### config.mk
export PLATFORM = sky130hd
export DESIGN_NAME = cbb_ctrl
export DESIGN_NICKNAME = d
export VERILOG_FILES = /design/src/sv/cbb_pkg.sv /design/src/sv/cbb_ctrl.sv
export SDC_FILE = /design/constraint.sdc
export NUM_CORES = 1
export LEC_CHECK = 0
export ABC_CLOCK_PERIOD_IN_PS = 2300
export CORE_MARGIN = 4
export CORE_UTILIZATION = 30
export DETAILED_ROUTE_END_ITERATION = 8
export DONT_BUFFER_PORTS = 1
export MAX_ROUTING_LAYER = met4
export PLACE_DENSITY = 0.43
export SKIP_LAST_GASP = 1
export SYNTH_ARGS = -nofsm -noshare
export SYNTH_HDL_FRONTEND = slang
export SYNTH_SLANG_ARGS = --single-unit
### constraint.sdc
create_clock -name clk -period 2.3 [get_ports clk]
set_clock_uncertainty 0.2 [all_clocks]
set_input_delay 0.46 -clock clk [delete_from_list [all_inputs] [get_ports clk]]
set_output_delay 0.46 -clock clk [all_outputs]
set_load 0.005 [all_outputs]
### src/sv/cbb_pkg.sv
`timescale 1ns / 1ps
`default_nettype none
// ----------------------------------------------------------------------------
// cbb_pkg: shared types and constants of the clamped box blur core
// Field widths, command and status structs, and the codes used by the
// controller and the datapath.
// ----------------------------------------------------------------------------
package cbb_pkg;

  // Default geometry limits.
  localparam int DefMaxWidth  = 64;
  localparam int DefMaxHeight = 64;
  localparam int DefMaxRadius = 63;

  // Reset value of the width and height registers before clamping.
  localparam int DimReset = 64;

  // Field and register widths.
  localparam int RadiusW    = 6;
  localparam int DimW       = 7;
  localparam int CoordW     = 7;
  localparam int ReadCoordW = 6;
  localparam int ByteW      = 8;
  localparam int StatusW    = 2;
  localparam int RowSumW    = 14;
  localparam int SumW       = 20;
  localparam int SpanW      = 7;
  localparam int AreaW      = 14;
  localparam int CfgIndexW  = 2;
  localparam int CfgDataW   = 7;

  // The divider retires two quotient bits per step.
  localparam int DivSteps = SumW / 2;
  localparam int CntW     = $clog2(DivSteps);

  typedef enum logic {
    KIND_LOAD = 1'b0,
    KIND_READ = 1'b1
  } kind_t;

  typedef enum logic [StatusW-1:0] {
    ST_OK         = 2'd0,
    ST_OUTSIDE    = 2'd1,
    ST_NOT_LOADED = 2'd2
  } status_t;

  typedef enum logic [CfgIndexW-1:0] {
    CFG_RADIUS = 2'd0,
    CFG_WIDTH  = 2'd1,
    CFG_HEIGHT = 2'd2
  } cfg_reg_t;

  // Corners of the window in the summed-area table, in fetch order.
  typedef enum logic [1:0] {
    CORNER_D = 2'd0,
    CORNER_B = 2'd1,
    CORNER_C = 2'd2,
    CORNER_A = 2'd3
  } corner_t;

  // Commands from the controller to the datapath.
  typedef struct packed {
    logic    load_accept;
    logic    read_accept;
    logic    load_fetch;
    logic    load_write;
    logic    fetch;
    corner_t corner;
    logic    divide;
    logic    report;
  } cbb_cmd_t;

  // Status from the datapath to the controller.
  typedef struct packed {
    logic read_ok;
    logic loaded;
  } cbb_stat_t;

endpackage
`default_nettype wire

### src/sv/cbb_ctrl.sv
`timescale 1ns / 1ps
`default_nettype none
// ----------------------------------------------------------------------------
// cbb_ctrl: sequencer of the blur core
// Accepts beats and steps the datapath through table update, corner
// fetch, division and result report.
// ----------------------------------------------------------------------------
module cbb_ctrl (
  input  logic               clk,
  input  logic               rst,
  input  logic               start,
  input  cbb_pkg::kind_t     kind,
  input  cbb_pkg::cbb_stat_t stat,
  output cbb_pkg::cbb_cmd_t  cmd,
  output logic               busy
);

  import cbb_pkg::*;

  typedef enum logic [6:0] {
    S_IDLE     = 7'b0000001,
    S_LD_READ  = 7'b0000010,
    S_LD_WRITE = 7'b0000100,
    S_FETCH    = 7'b0001000,
    S_DRAIN    = 7'b0010000,
    S_DIVIDE   = 7'b0100000,
    S_REPORT   = 7'b1000000
  } state_t;

  state_t          state;
  state_t          state_next;
  logic [CntW-1:0] cnt;
  logic [CntW-1:0] cnt_next;

  assign busy = (state != S_IDLE);

  // Next state and commands.
  always_comb begin
    state_next = state;
    cnt_next   = cnt;
    cmd        = '0;
    cmd.corner = corner_t'(cnt[1:0]);
    unique case (state)
      S_IDLE: begin
        if (start) begin
          if (kind == KIND_LOAD) begin
            cmd.load_accept = 1'b1;
            state_next      = S_LD_READ;
          end else begin
            cmd.read_accept = 1'b1;
            cnt_next        = '0;
            state_next      = stat.read_ok ? S_FETCH : S_REPORT;
          end
        end
      end
      S_LD_READ: begin
        cmd.load_fetch = 1'b1;
        state_next     = S_LD_WRITE;
      end
      S_LD_WRITE: begin
        cmd.load_write = 1'b1;
        state_next     = S_IDLE;
      end
      S_FETCH: begin
        cmd.fetch = 1'b1;
        if (corner_t'(cnt[1:0]) == CORNER_A) begin
          cnt_next   = '0;
          state_next = S_DRAIN;
        end else begin
          cnt_next = cnt + CntW'(1);
        end
      end
      S_DRAIN: begin
        state_next = S_DIVIDE;
      end
      S_DIVIDE: begin
        cmd.divide = 1'b1;
        if (cnt == CntW'(DivSteps - 1)) begin
          state_next = S_REPORT;
        end else begin
          cnt_next = cnt + CntW'(1);
        end
      end
      S_REPORT: begin
        cmd.report = 1'b1;
        state_next = S_IDLE;
      end
      default: begin
        state_next = S_IDLE;
      end
    endcase
  end

  always_ff @(posedge clk) begin
    if (rst) begin
      state <= S_IDLE;
      cnt   <= '0;
    end else begin
      state <= state_next;
      cnt   <= cnt_next;
    end
  end

endmodule
`default_nettype wire

==> metrics.md <==
| Metric | Value |
|---|---|
| Worst min-delay path startpoint | `kind` |
| Maxcap violations | `0` |
| Async S/R FF share, synth | `0` |
| Via Count | `675` |
| Critical Path Fanout Max | `7` |
| Fmax | `445.8 MHz` |
| Commonest non-fill, non-tap cell in the layout | `dfxtp_1` |
| Startpoint type of the worst setup path | `flip-flop` |
| Power Density | `547.5 mW/mm^2` |
| H-tree levels | `1` |
| CTS tree | `yes` |
| Design area | `888.4 um^2` |
| Post-DR vias/cell | `5.533` |
| Share of layout cells above drive strength 1 | `0.2609` |
| Core ar. | `0.002522 mm^2` |
| WS Path Type | `reg2out` |
| Leakage power | `0.3260 nW` |
| First-pass GRT wire length | `2.946 mm` |
| Status | `finished, final reports clean` |
| Post-Syn Instances | `90` |
| #FFs+latches synth | `11` |
| CP peak stage delay | `550 ps` |
| Area taken by multi-input logic gates | `551.8 um^2` |
| GR met2 Demand/Resource | `0.1775` |
| Busiest grt layer | `met2` |
| Die W | `59.83 um` |
| Die area | `0.003579 mm^2` |
| Layout Utilization | `0.3522` |
| Max transition margin | `0.7238` |
| Largest net degree at the start of global routing | `13` |
| Die H | `59.83 um` |
| Initial core utilization | `0.3194` |
| Crit-path leading delay family | `simple AND/OR/NAND/NOR gates` |
| DRT iter0 DRCs | `28` |
| # setup viols final | `0` |
| WHS Endpoint | `state[1]` |
| Antenna diode instance count | `0` |
| Initial antenna violation count | `0` |
| Actual slew at the worst max-slew pin | `411.2 ps` |
| Pre-antenna DRT Iters | `5` |
| Worst path cell trace | `or4b_4 -> nor2_4 -> inv_2 -> nor3b_2` |
| Avg Cell Area, Syn | `8.953 um^2` |
| Main synth FF type | `dfxtp_1` |
| Crit. End Element | `output pin` |
| Final TNS setup | `0 ps` |
| Final min period | `2243 ps` |
| Final critical-path share of the clock period | `0.9752` |
| Worst R2R Path Depth | `5` |
| Met1 Usage GRT | `0.1382` |
| Yosys warning total | `0` |
| Clock Sinks | `11` |
| Synthesis-to-finish area growth | `10.25%` |
| Vias in the first global route | `624` |
| Total CTS buffers | `3` |
| Post-route ant nets | `0` |
| Reg-to-Reg Start | `state[4]` |
| CP Data Required Time | `1640 ps` |
| WL final | `1.872 mm` |
| All-Layer GR Usage | `0.1190` |
| Worst EP arrival | `1580 ps` |
| Drt wl/cell | `15.34 um` |
| Post-DP Area | `830.8 um^2` |
| Syn Nets | `99` |
| Final Max Slew Viols | `0` |
| Hold path cells | `1` |
| Sequential cell area | `220.2 um^2` |
| # fillers | `274` |
| VDD IR max | `258.9 uV` |
| Reg2reg end | `state[4]` |
| Clk root buf | `clkbuf_4` |
| Post-CTS Setup Repair Bufs | `0` |
| RSZ-0062 raised after global routing | `yes` |
| Synthesized area | `805.8 um^2` |
| Routability cong. | `0.7300` |
| Clk_lat worst skew | `260 ps` |
| IO Port Bufs | `0` |
| Routing usage on met3 | `0.03456` |
| Tot Pwr | `0.4864 mW` |
| Synth unique cells | `39` |
| CTS clk-pin slew, worst paths | `70 ps` |
| Dpl hpwl | `1.434 mm` |
| Fin Hold WS | `52.80 ps` |
| EDFF count, synth | `0` |
| CTS Buffer Depth | `2` |
| Most frequent cells in the layout | `dfxtp_1 (11), nor2_1 (6), nand2b_1 (6)` |
| R2R Setup Slk | `440 ps` |
| Drt drc | `0` |
| Ports | `16` |
| Post-synthesis sequential area ratio | `0.2733` |
| Gr ovfl total | `0` |
| Slowest cell on crit path | `or4b_4` |
| Min-Delay Path Class | `in2reg` |
| Critical path buffer and inverter count | `1` |
| Final-report hold violation count | `0` |
| Final #Nets | `102` |
| FP Rows | `18` |
final cells by class:
class / count / share of cell area
well taps: 30 / 0.04225
flip-flops and latches: 11 / 0.2479
multi-input cells: 68 / 0.6211
repair buffers: 5 / 0.04225
inverters: 4 / 0.01690
clock buffers: 4 / 0.02958
flip-flops by register name (all words and copies together) (netlist names):
signal / count
cnt: 4
state: 7
cells by family (layout without fill, tap and decap cells):
logic type,after synthesis,in the layout,share of synthesized area
xor+xnor,2,2,0.02174
simple gates,45,45,0.3820
flops,11,11,0.2733
fa+ha+maj,3,3,0.04659
compound gates,13,13,0.1320
mux,5,5,0.06367
buf+inv,11,13,0.08072
stage by stage:
stage	worst slack (ps)	cells
after detailed placement	215.0	118
after floorplan	231.2	90
final	57.06	122
after global placement	234.3	118
after global routing	-16.27	122
after CTS	-12.45	122
Yosys cell counts (all sizes together) (3+ instances only):
| master | number | share of area |
|---|---|---|
| buf | 6 | 0.057 |
| ha | 3 | 0.047 |
| o22ai | 3 | 0.047 |
| nand3b | 3 | 0.028 |
| o21ai | 3 | 0.019 |
| nor2 | 8 | 0.043 |
| nor3 | 4 | 0.025 |
| dfxtp | 11 | 0.27 |
| inv | 4 | 0.019 |
| and3 | 3 | 0.023 |
| nand2b | 6 | 0.047 |
| nor4b | 4 | 0.059 |
| and2 | 5 | 0.039 |
| mux2i | 4 | 0.050 |
layer usage:
layer / share of wire / wire length, um / vias to the layer above
met5: 0 / 0 / -
met4: 0.016 / 30 / 0
met3: 0.072 / 135 / 2
met2: 0.45 / 834 / 20
met1: 0.47 / 872 / 322
li1: - / - / 331
report_power, final:
| part | internal [mW] | total (mW) | switching [mW] |
|---|---|---|---|
| Clock | 0.0670 | 0.134 | 0.0666 |
| Combinational | 0.0657 | 0.146 | 0.0801 |
| Sequential | 0.198 | 0.207 | 0.00934 |
how the worst max path moves through the flow:
stage                     depth (start not counted)      from     end  slack (ps)
after global placement                            4  state[6]  cmd[8]         230
after floorplan                                   5  state[5]  cmd[8]         230
after CTS                                         4  state[6]  cmd[8]         -10
after detailed placement                          4  state[6]  cmd[8]         220
after global routing                              4  state[6]  cmd[8]         -20
final                                             4  state[6]  cmd[8]          60
worst register-to-register path, cell delays in order (launching register included):
cell and delay [ps]:
dfxtp_1 320, buf_4 160, or4b_4 600, o22ai_2 130, a21oi_1 130, and3_1 210
what timing repair did:
item	in CTS	in global routing
pin swaps	0	0
gates resized for setup	2	3
hold buffers	0	0
setup endpoints to repair	2	3
(Power assumes the default switching activity.)
